==> src/sv/tat_pkg.sv <==
package tat_pkg;

   localparam int TPS_W     = 10;
   localparam int QUANTUM_W = 16;
   localparam int TASKS_W   = 6;
   localparam int CSR_IDX_W = 2;
   localparam int CSR_DATA_W = 16;
   localparam int BILLED_W  = 6;

   localparam logic [TPS_W-1:0]     TPS_RESET     = 10'd60;
   localparam logic [QUANTUM_W-1:0] QUANTUM_RESET = 16'd6;
   localparam logic [TASKS_W-1:0]   TASKS_RESET   = 6'd8;
   localparam logic [BILLED_W-1:0]  NO_BILLED     = 6'd32;

   localparam logic [CSR_IDX_W-1:0] CSR_TICKS_PER_SECOND = 2'd0;
   localparam logic [CSR_IDX_W-1:0] CSR_QUANTUM_TICKS    = 2'd1;
   localparam logic [CSR_IDX_W-1:0] CSR_TASK_SLOT_COUNT  = 2'd2;

   localparam logic [1:0] OP_TICK      = 2'd0;
   localparam logic [1:0] OP_SET_ALARM = 2'd1;
   localparam logic [1:0] OP_GET_TIME  = 2'd2;
   localparam logic [1:0] OP_SET_TIME  = 2'd3;

   localparam logic [2:0] KIND_FIRED     = 3'd0;
   localparam logic [2:0] KIND_TICK_DONE = 3'd1;
   localparam logic [2:0] KIND_SECONDS   = 3'd2;
   localparam logic [2:0] KIND_TIME      = 3'd3;
   localparam logic [2:0] KIND_ACK       = 3'd4;

   typedef enum logic [2:0] {
      ST_IDLE,
      ST_TICK_CHK,
      ST_SCAN_RD,
      ST_SCAN_CMP,
      ST_QUANT,
      ST_SA_OLD,
      ST_DIV_WAIT
   } tat_state_type;

endpackage

==> src/sv/tat_div.sv <==
module tat_div
   import tat_pkg::*;
#(
   parameter int TIME_BITS = 32
) (
   input  logic                 clock,
   input  logic                 reset,
   input  logic                 start,
   input  logic [TIME_BITS-1:0] dividend,
   input  logic [TPS_W-1:0]     divisor,
   output logic                 busy,
   output logic [TIME_BITS-1:0] quotient
);

   localparam int CNT_W = $clog2(TIME_BITS + 1);

   logic [TPS_W-1:0]     rem_ff, rem_in;
   logic [TIME_BITS-1:0] quo_ff, quo_in;
   logic [CNT_W-1:0]     cnt_ff, cnt_in;
   logic [TPS_W:0]       trial;
   logic                 fits;

   // restoring division, one quotient bit a cycle; a zero divisor gives all ones
   always_comb begin
      trial  = {rem_ff, quo_ff[TIME_BITS-1]};
      fits   = trial >= {1'b0, divisor};
      rem_in = rem_ff;
      quo_in = quo_ff;
      cnt_in = cnt_ff;
      if (start) begin
         rem_in = '0;
         quo_in = dividend;
         cnt_in = CNT_W'(TIME_BITS);
      end else if (cnt_ff != '0) begin
         rem_in = fits ? TPS_W'(trial - {1'b0, divisor}) : TPS_W'(trial);
         quo_in = {quo_ff[TIME_BITS-2:0], fits};
         cnt_in = cnt_ff - CNT_W'(1);
      end
   end

   always_ff @(posedge clock) begin
      if (reset) begin
         cnt_ff <= '0;
      end else begin
         cnt_ff <= cnt_in;
      end
      rem_ff <= rem_in;
      quo_ff <= quo_in;
   end

   assign busy     = cnt_ff != '0;
   assign quotient = quo_ff;

endmodule

==> src/sv/tick_alarm_timer_table.sv <==
// Tick clock with a table of per-slot alarms. An item is taken when start is
// high and busy low; busy stays high until the cycle in which the item's last
// result is presented, and results cannot be held off. Alarm entries are read
// one at a time, each through a read state and a compare state, from a table
// with registered read, and tick-to-second conversion runs on a serial divider
// of one bit a cycle. A tick that finds nothing due goes from its check state
// straight to the quantum state; a tick that scans reads min(NUM_SLOTS,32)
// entries first. Set alarm rescans the same entries, the division overlapping
// the rescan, or gives its result from its first state for a slot beyond the
// table; get time and set time wait on the divider.
module tick_alarm_timer_table
   import tat_pkg::*;
#(
   parameter int NUM_SLOTS = 32,
   parameter int TIME_BITS = 32
) (
   input  logic                  clock,
   input  logic                  reset,
   input  logic                  start,
   output logic                  busy,
   input  logic [1:0]            req_operation,
   input  logic [4:0]            req_slot,
   input  logic [31:0]           req_delta,
   input  logic [31:0]           req_wall_secs,
   input  logic [15:0]           req_missed_ticks,
   input  logic [4:0]            req_billed_slot,
   output logic                  rsp_valid,
   output logic [2:0]            rsp_kind,
   output logic [4:0]            rsp_fired_slot,
   output logic                  rsp_is_task,
   output logic [31:0]           rsp_value,
   output logic                  rsp_reschedule,
   output logic                  rsp_last,
   input  logic                  csr_we,
   input  logic [CSR_IDX_W-1:0]  csr_index,
   input  logic [CSR_DATA_W-1:0] csr_wdata
);

   localparam int SLOT_W = (NUM_SLOTS > 1) ? $clog2(NUM_SLOTS) : 1;
   localparam int SCAN_N = (NUM_SLOTS < 32) ? NUM_SLOTS : 32;
   localparam int SCAN_W = $clog2(SCAN_N + 1);
   localparam logic [SCAN_W-1:0] SCAN_LAST = SCAN_W'(SCAN_N - 1);

   // configuration
   logic [TPS_W-1:0]     tps_ff;
   logic [QUANTUM_W-1:0] quantum_ticks_ff;
   logic [TASKS_W-1:0]   tasks_ff;

   always_ff @(posedge clock) begin
      if (reset) begin
         tps_ff           <= TPS_RESET;
         quantum_ticks_ff <= QUANTUM_RESET;
         tasks_ff         <= TASKS_RESET;
      end else if (csr_we) begin
         unique case (csr_index)
            CSR_TICKS_PER_SECOND: tps_ff           <= csr_wdata[TPS_W-1:0];
            CSR_QUANTUM_TICKS:    quantum_ticks_ff <= csr_wdata[QUANTUM_W-1:0];
            CSR_TASK_SLOT_COUNT:  tasks_ff         <= csr_wdata[TASKS_W-1:0];
            default: ;
         endcase
      end
   end

   // alarm table
   logic [TIME_BITS-1:0] alarm_mem [NUM_SLOTS];
   logic [NUM_SLOTS-1:0] valid_ff, valid_in;
   logic [TIME_BITS-1:0] rd_data_ff;
   logic                 rd_valid_ff;
   logic                 mem_we;
   logic [SLOT_W-1:0]    mem_waddr, mem_raddr;
   logic [TIME_BITS-1:0] mem_wdata;
   logic [TIME_BITS-1:0] alarm_rd;

   always_ff @(posedge clock) begin
      if (mem_we) begin
         alarm_mem[mem_waddr] <= mem_wdata;
      end
      rd_data_ff  <= alarm_mem[mem_raddr];
      rd_valid_ff <= valid_ff[mem_raddr];
   end

   always_comb begin
      valid_in = valid_ff;
      if (mem_we) begin
         valid_in[mem_waddr] = 1'b1;
      end
   end

   assign alarm_rd = rd_valid_ff ? rd_data_ff : '0;

   // divider
   logic                 div_start, div_busy;
   logic [TIME_BITS-1:0] div_dividend, div_quotient;

   tat_div #(
      .TIME_BITS (TIME_BITS)
   ) u_div (
      .clock    (clock),
      .reset    (reset),
      .start    (div_start),
      .dividend (div_dividend),
      .divisor  (tps_ff),
      .busy     (div_busy),
      .quotient (div_quotient)
   );

   // sequencer state
   tat_state_type        state_ff, state_in;
   logic [TIME_BITS-1:0] clock_ff, clock_in;
   logic [TIME_BITS-1:0] boot_ff, boot_in;
   logic [TIME_BITS-1:0] earliest_ff, earliest_in;
   logic [QUANTUM_W-1:0] quantum_ff, quantum_in;
   logic [BILLED_W-1:0]  prev_ff, prev_in;
   logic [SCAN_W-1:0]    scan_ff, scan_in;
   logic                 fire_ff, fire_in;
   logic                 need_div_ff, need_div_in;
   logic [1:0]           op_ff, op_in;
   logic [4:0]           slot_ff, slot_in;
   logic [31:0]          delta_ff, delta_in;
   logic [31:0]          newt_ff, newt_in;
   logic [4:0]           billed_ff, billed_in;

   logic                 rsp_valid_ff, rsp_valid_in;
   logic [2:0]           rsp_kind_ff, rsp_kind_in;
   logic [4:0]           rsp_fired_slot_ff, rsp_fired_slot_in;
   logic                 rsp_is_task_ff, rsp_is_task_in;
   logic [31:0]          rsp_value_ff, rsp_value_in;
   logic                 rsp_reschedule_ff, rsp_reschedule_in;
   logic                 rsp_last_ff, rsp_last_in;

   logic                 slot_ok;
   logic [QUANTUM_W-1:0] quantum_dec;

   assign slot_ok     = int'(slot_ff) < NUM_SLOTS;
   assign quantum_dec = quantum_ff - QUANTUM_W'(1);

   always_comb begin
      state_in    = state_ff;
      clock_in    = clock_ff;
      boot_in     = boot_ff;
      earliest_in = earliest_ff;
      quantum_in  = quantum_ff;
      prev_in     = prev_ff;
      scan_in     = scan_ff;
      fire_in     = fire_ff;
      need_div_in = need_div_ff;
      op_in       = op_ff;
      slot_in     = slot_ff;
      delta_in    = delta_ff;
      newt_in     = newt_ff;
      billed_in   = billed_ff;

      mem_we       = 1'b0;
      mem_waddr    = SLOT_W'(slot_ff);
      mem_wdata    = '0;
      mem_raddr    = SLOT_W'(scan_ff);
      div_start    = 1'b0;
      div_dividend = clock_ff;

      rsp_valid_in      = 1'b0;
      rsp_kind_in       = KIND_FIRED;
      rsp_fired_slot_in = '0;
      rsp_is_task_in    = 1'b0;
      rsp_value_in      = '0;
      rsp_reschedule_in = 1'b0;
      rsp_last_in       = 1'b0;

      unique case (state_ff)
         ST_IDLE: begin
            mem_raddr = SLOT_W'(req_slot);
            if (start) begin
               op_in     = req_operation;
               slot_in   = req_slot;
               delta_in  = req_delta;
               newt_in   = req_wall_secs;
               billed_in = req_billed_slot;
               unique case (req_operation) inside
                  OP_TICK: begin
                     clock_in = clock_ff + TIME_BITS'(req_missed_ticks) + TIME_BITS'(1);
                     state_in = ST_TICK_CHK;
                  end
                  OP_SET_ALARM: begin
                     state_in = ST_SA_OLD;
                  end
                  OP_GET_TIME, OP_SET_TIME: begin
                     div_start = 1'b1;
                     state_in  = ST_DIV_WAIT;
                  end
               endcase
            end
         end
         ST_TICK_CHK: begin
            if (earliest_ff <= clock_ff) begin
               earliest_in = '1;
               scan_in     = '0;
               fire_in     = 1'b1;
               state_in    = ST_SCAN_RD;
            end else begin
               state_in = ST_QUANT;
            end
         end
         ST_SCAN_RD: begin
            state_in = ST_SCAN_CMP;
         end
         ST_SCAN_CMP: begin
            if (alarm_rd != '0) begin
               if (fire_ff && alarm_rd <= clock_ff) begin
                  mem_we            = 1'b1;
                  mem_waddr         = SLOT_W'(scan_ff);
                  rsp_valid_in      = 1'b1;
                  rsp_kind_in       = KIND_FIRED;
                  rsp_fired_slot_in = 5'(scan_ff);
                  rsp_is_task_in    = 7'(scan_ff) < 7'(tasks_ff);
               end else if (alarm_rd < earliest_ff) begin
                  earliest_in = alarm_rd;
               end
            end
            if (scan_ff == SCAN_LAST) begin
               state_in = fire_ff ? ST_QUANT : ST_DIV_WAIT;
            end else begin
               scan_in  = scan_ff + SCAN_W'(1);
               state_in = ST_SCAN_RD;
            end
         end
         ST_QUANT: begin
            if (quantum_dec == '0) begin
               rsp_reschedule_in = BILLED_W'(billed_ff) == prev_ff;
               quantum_in        = quantum_ticks_ff;
               prev_in           = BILLED_W'(billed_ff);
            end else begin
               quantum_in = quantum_dec;
            end
            rsp_valid_in = 1'b1;
            rsp_kind_in  = KIND_TICK_DONE;
            rsp_last_in  = 1'b1;
            state_in     = ST_IDLE;
         end
         ST_SA_OLD: begin
            if (slot_ok) begin
               mem_we       = 1'b1;
               mem_wdata    = (delta_ff == '0) ? '0 : clock_ff + TIME_BITS'(delta_ff);
               need_div_in  = alarm_rd != '0;
               div_start    = alarm_rd != '0;
               div_dividend = alarm_rd - clock_ff;
               earliest_in  = '1;
               scan_in      = '0;
               fire_in      = 1'b0;
               state_in     = ST_SCAN_RD;
            end else begin
               rsp_valid_in = 1'b1;
               rsp_kind_in  = KIND_SECONDS;
               rsp_last_in  = 1'b1;
               state_in     = ST_IDLE;
            end
         end
         ST_DIV_WAIT: begin
            if (!div_busy) begin
               rsp_valid_in = 1'b1;
               rsp_last_in  = 1'b1;
               state_in     = ST_IDLE;
               unique case (op_ff) inside
                  OP_SET_ALARM: begin
                     rsp_kind_in  = KIND_SECONDS;
                     rsp_value_in = need_div_ff ? 32'(div_quotient) : '0;
                  end
                  OP_GET_TIME: begin
                     rsp_kind_in  = KIND_TIME;
                     rsp_value_in = 32'(boot_ff + div_quotient);
                  end
                  OP_SET_TIME: begin
                     rsp_kind_in = KIND_ACK;
                     boot_in     = TIME_BITS'(newt_ff) - div_quotient;
                  end
                  OP_TICK: begin
                     rsp_valid_in = 1'b0;
                  end
               endcase
            end
         end
         default: begin
            state_in = ST_IDLE;
         end
      endcase
   end

   always_ff @(posedge clock) begin
      if (reset) begin
         state_ff     <= ST_IDLE;
         clock_ff     <= '0;
         boot_ff      <= '0;
         earliest_ff  <= '0;
         quantum_ff   <= QUANTUM_RESET;
         prev_ff      <= NO_BILLED;
         valid_ff     <= '0;
         rsp_valid_ff <= 1'b0;
      end else begin
         state_ff     <= state_in;
         clock_ff     <= clock_in;
         boot_ff      <= boot_in;
         earliest_ff  <= earliest_in;
         quantum_ff   <= quantum_in;
         prev_ff      <= prev_in;
         valid_ff     <= valid_in;
         rsp_valid_ff <= rsp_valid_in;
      end
      scan_ff           <= scan_in;
      fire_ff           <= fire_in;
      need_div_ff       <= need_div_in;
      op_ff             <= op_in;
      slot_ff           <= slot_in;
      delta_ff          <= delta_in;
      newt_ff           <= newt_in;
      billed_ff         <= billed_in;
      rsp_kind_ff       <= rsp_kind_in;
      rsp_fired_slot_ff <= rsp_fired_slot_in;
      rsp_is_task_ff    <= rsp_is_task_in;
      rsp_value_ff      <= rsp_value_in;
      rsp_reschedule_ff <= rsp_reschedule_in;
      rsp_last_ff       <= rsp_last_in;
   end

   assign busy           = state_ff != ST_IDLE;
   assign rsp_valid      = rsp_valid_ff;
   assign rsp_kind       = rsp_kind_ff;
   assign rsp_fired_slot = rsp_fired_slot_ff;
   assign rsp_is_task    = rsp_is_task_ff;
   assign rsp_value      = rsp_value_ff;
   assign rsp_reschedule = rsp_reschedule_ff;
   assign rsp_last       = rsp_last_ff;

   a_idle_on_last: assert property (@(posedge clock) disable iff (reset)
      $fell(busy) |-> rsp_valid && rsp_last)
      else $error("busy dropped without a final result");

   a_last_when_idle: assert property (@(posedge clock) disable iff (reset)
      rsp_valid && rsp_last |-> !busy)
      else $error("final result while still busy");

   a_fired_mid_item: assert property (@(posedge clock) disable iff (reset)
      rsp_valid && rsp_kind == KIND_FIRED |-> busy && !rsp_last)
      else $error("alarm result outside a tick");

   a_div_free: assert property (@(posedge clock) disable iff (reset)
      div_start |-> !div_busy)
      else $error("divider restarted while running");

endmodule
==> config.mk <==
export PLATFORM = sky130hd
export DESIGN_NAME = tick_alarm_timer_table
export DESIGN_NICKNAME = d
export VERILOG_FILES = /design/src/sv/tat_pkg.sv /design/src/sv/tat_div.sv /design/src/sv/tick_alarm_timer_table.sv
export SDC_FILE = /design/constraint.sdc
export NUM_CORES = 2
export LEC_CHECK = 0
export BUFFER_PORTS_ARGS = -buffer_cell sky130_fd_sc_hd__buf_2
export CAP_MARGIN = 20
export CORE_MARGIN = 2
export CORE_UTILIZATION = 40
export DETAILED_ROUTE_END_ITERATION = 8
export GPL_ROUTABILITY_DRIVEN = 0
export GPL_TIMING_DRIVEN = 0
export PLACE_DENSITY = 0.54
export SETUP_SLACK_MARGIN = 0.5
export SLEW_MARGIN = 20
export SYNTH_ARGS = -nofsm -noshare
export SYNTH_HDL_FRONTEND = slang
export SYNTH_HIERARCHICAL = 1
export SYNTH_SLANG_ARGS = --single-unit
==> constraint.sdc <==
create_clock -name clock -period 6.6 [get_ports clock]
set_input_delay 0.66 -clock clock [delete_from_list [all_inputs] [get_ports clock]]
set_output_delay 0.66 -clock clock [all_outputs]
set_load 0.01 [all_outputs]
==> results.json <==
{
  "static-leakage-power_nw": 25.3,
  "initial_core_util_pct": 40.3,
  "place_worst_setup_slack_ps": 1150,
  "dpl.hpwl_um": 136000,
  "postPlaceCellArea_sq_um": 69400,
  "whs_ps": 43.9,
  "ports_placed_on_the_boundary": 159,
  "buffer_ports.inserted": 158,
  "synth.largest_area_cell": "sky130_fd_sc_hd__edfxtp_1",
  "clkSinkCount": 1418,
  "synth.avg_cell_area_sq_um": 13.4,
  "unrepaired_setup_endpoints_after_global_routing": "false",
  "grt_first_pass_wirelength_um": 275000,
  "layout_common_cells": "sky130_fd_sc_hd__edfxtp_1, sky130_fd_sc_hd__nand2_1, sky130_fd_sc_hd__dfxtp_1",
  "startpoint": "rd_valid_ff",
  "postCtsSetupBuffers": 0,
  "slew_headroom_pct": 23.4,
  "dieWidth_um": 404,
  "utilization_pct": 47.1,
  "design_area_sq_um": 74800,
  "fp.dieArea_sq_um": 163000,
  "tritoncts": "yes",
  "main_area_contributors_after_synthesis": "sky130_fd_sc_hd__edfxtp_1, sky130_fd_sc_hd__mux4_2, sky130_fd_sc_hd__dfxtp_1",
  "syn_to_final_growth_pct": 16.8,
  "final_clock_period_utilization_by_the_worst_path_pct": 83.8,
  "grt_pass1_vias": 41100,
  "critPathArrivalTime_ps": 6000,
  "worst_hold_start": "req_wall_secs[1]",
  "fin_cells": 7386,
  "clk_latency_ps": 820,
  "synth-edff-count": 1140,
  "routed_via_density": 5.61,
  "detailroute.via_count": 41400,
  "floorplan.core_area_sq_um": 159000,
  "number_of_warnings_issued_by_yosys": 6,
  "report.final.setup_viol": 0,
  "final.min_clock_period_ps": 5530,
  "setup-tns-final_ps": 0,
  "grt_use_total_pct": 22.9,
  "syn_area_sq_um": 64000,
  "layout-drive-gt1-share_pct": 17.3,
  "worst_setup_path_start_kind": "flop",
  "layout.cells.most_common": "sky130_fd_sc_hd__edfxtp_1",
  "netlist-cell-type-count": 103,
  "fin_worst_skew_ps": 43.7,
  "clk_path_buf_depth": 3,
  "post-layout-total-power_mw": 30.5,
  "timing.max_cap.violations": 0,
  "std_cell_rows": 146,
  "synthFlopType": "sky130_fd_sc_hd__edfxtp_1",
  "clock_tree_root_driver_cell": "sky130_fd_sc_hd__clkbuf_16",
  "drt-wirelength-per-cell_um": 25.3,
  "category_of_the_worst_setup_path_capture_point": "flop",
  "layout.nets": 5528,
  "power_density_nw_per_um2": 408,
  "synth_top_cell_area_share_pct": 53.4,
  "grt.overflow.total": 0,
  "postSynthNetCount": 5118,
  "synth_async_sr_flop_share_pct": 0,
  "grt_antenna_before_repair": 2,
  "die_h_um": 404,
  "drt-pass1-iter-count": 6,
  "drtIter0Drc": 3637,
  "postSynthRegisterBits": 1418,
  "worst_ir_drop_vdd_v": 0.000279,
  "path_class": "flop to flop",
  "place.detailed.instances": 7074,
  "drt.antenna.violating_nets": 0,
  "status": "finished clean",
  "finalHoldViolations": 0,
  "final_max_slew_viol_count": 0,
  "worstMarginPinSlew_ps": 1150,
  "clock_tree.htree_level_count": 4,
  "synthCells": 4772,
  "max_clock_freq_mhz": 181,
  "worst_ep_required_time_ps": 7070,
  "synth.yosys.seq_area_share_pct": 62.1,
  "finalWorstSetupSlack_ps": 1070,
  "critical_path.reg2reg.startpoint": "rd_valid_ff",
  "path_clk_slew_ps": 70,
  "fillerInstances": 14000,
  "finalWirelength_um": 187000,
  "worstPathMaxFanout": 21,
  "pin_count_of_the_biggest_net_entering_global_routing": 50,
  "drc_violation_count_after_routing": 0,
  "hp-class": "input pin to flop",
  "numCtsBuffers": 157
}
layer usage:
metal / track usage [%] / vias up / routed length [um]
met5: 0 / - / 0
met4: 7.86 / 0 / 6250
met3: 3.75 / 303 / 11100
met2: 38.3 / 1324 / 91500
met1: 30.2 / 20800 / 78300
li1: - / 19000 / -
flip-flops by register name, indices dropped and copies added (netlist names), 16 cells and up:
signal / flops
rsp_value: 32
newt_ff: 32
quantum_ticks_ff: 16
rd_data_ff: 32
delta_ff: 32
u_div/quotient: 32
quantum_ff: 16
earliest_ff: 32
alarm_mem: 1024
clock_ff: 32
boot_ff: 32
valid_ff: 32
final timing paths:
check	endpoint	slack [ps]	cells past startpoint
worst min-delay path	newt_ff[1]	40	1
worst max-delay path	alarm_mem[14][12]	1070	15
worst min register to register	valid_ff[15]	450	2
worst max register to register	alarm_mem[14][12]	1070	15
where the power goes:
part | total [mW] | internal, mW | switching, mW | leakage [nW]
Sequential | 10.9 | 10.3 | 0.602 | 11.9
Clock | 8.74 | 4.98 | 3.76 | 2.49
Combinational | 10.8 | 4.12 | 6.73 | 11.0
synthesized netlist by cell type (38+ instances only):
cell	count
sky130_fd_sc_hd__o21ai_0	192
sky130_fd_sc_hd__nand2_1	565
sky130_fd_sc_hd__clkbuf_1	165
sky130_fd_sc_hd__a21oi_1	219
sky130_fd_sc_hd__a21o_1	47
sky130_fd_sc_hd__dfxtp_1	278
sky130_fd_sc_hd__xor2_1	63
sky130_fd_sc_hd__xnor2_1	71
sky130_fd_sc_hd__ha_1	226
sky130_fd_sc_hd__nand3_1	236
sky130_fd_sc_hd__edfxtp_1	1140
sky130_fd_sc_hd__a211oi_1	75
sky130_fd_sc_hd__mux2_2	38
sky130_fd_sc_hd__and2_1	48
sky130_fd_sc_hd__nor2_1	300
sky130_fd_sc_hd__nor3_1	90
sky130_fd_sc_hd__inv_1	191
sky130_fd_sc_hd__mux4_2	264
cell families (layout without fill, tap and decap cells):
family / count (synthesis) / after routing / share of synthesized area (%)
fa+ha+maj: 232 / 232 / 4.60
other cells: 0 / 3 / 0
mux: 335 / 335 / 10.5
flops: 1418 / 1418 / 62.1
buf+inv: 416 / 955 / 2.60
simple gates: 1466 / 1466 / 10.6
compound gates: 771 / 771 / 7.77
xor+xnor: 134 / 134 / 1.83
cell type report:
class | count | area [sq um] | share of cell area [%]
sequential | 1418 | 39800 | 53.2
multi-input combinational | 2938 | 23100 | 30.8
clock buffer | 197 | 4140 | 5.54
tap | 2072 | 2590 | 3.47
timing repair buffer | 251 | 2500 | 3.34
clock inverter | 91 | 1020 | 1.36
buffer | 223 | 950 | 1.27
inverter | 193 | 724 | 0.969
antenna | 3 | 7.51 | 0.0100
what timing repair did:
| item | 4_1_cts | 5_1_grt |
|---|---|---|
| resized for setup | 0 | 0 |
| hold buffers | 21 | 0 |
| hold endpoints to repair | 21 | 0 |
critical path: stages (launching register included):
cell	delay (ps)
sky130_fd_sc_hd__dfxtp_1	300
sky130_fd_sc_hd__buf_2	260
sky130_fd_sc_hd__clkbuf_1	330
sky130_fd_sc_hd__and2_1	360
sky130_fd_sc_hd__ha_1	380
sky130_fd_sc_hd__nand4b_1	170
sky130_fd_sc_hd__a41oi_2	210
sky130_fd_sc_hd__a2111oi_4	560
sky130_fd_sc_hd__o31ai_4	160
sky130_fd_sc_hd__a2111oi_4	350
sky130_fd_sc_hd__o21bai_2	170
sky130_fd_sc_hd__buf_2	250
sky130_fd_sc_hd__nor3_1	490
sky130_fd_sc_hd__o21ai_0	440
sky130_fd_sc_hd__inv_2	480
sky130_fd_sc_hd__buf_12	250
Power figures use the tool's default switching activity.
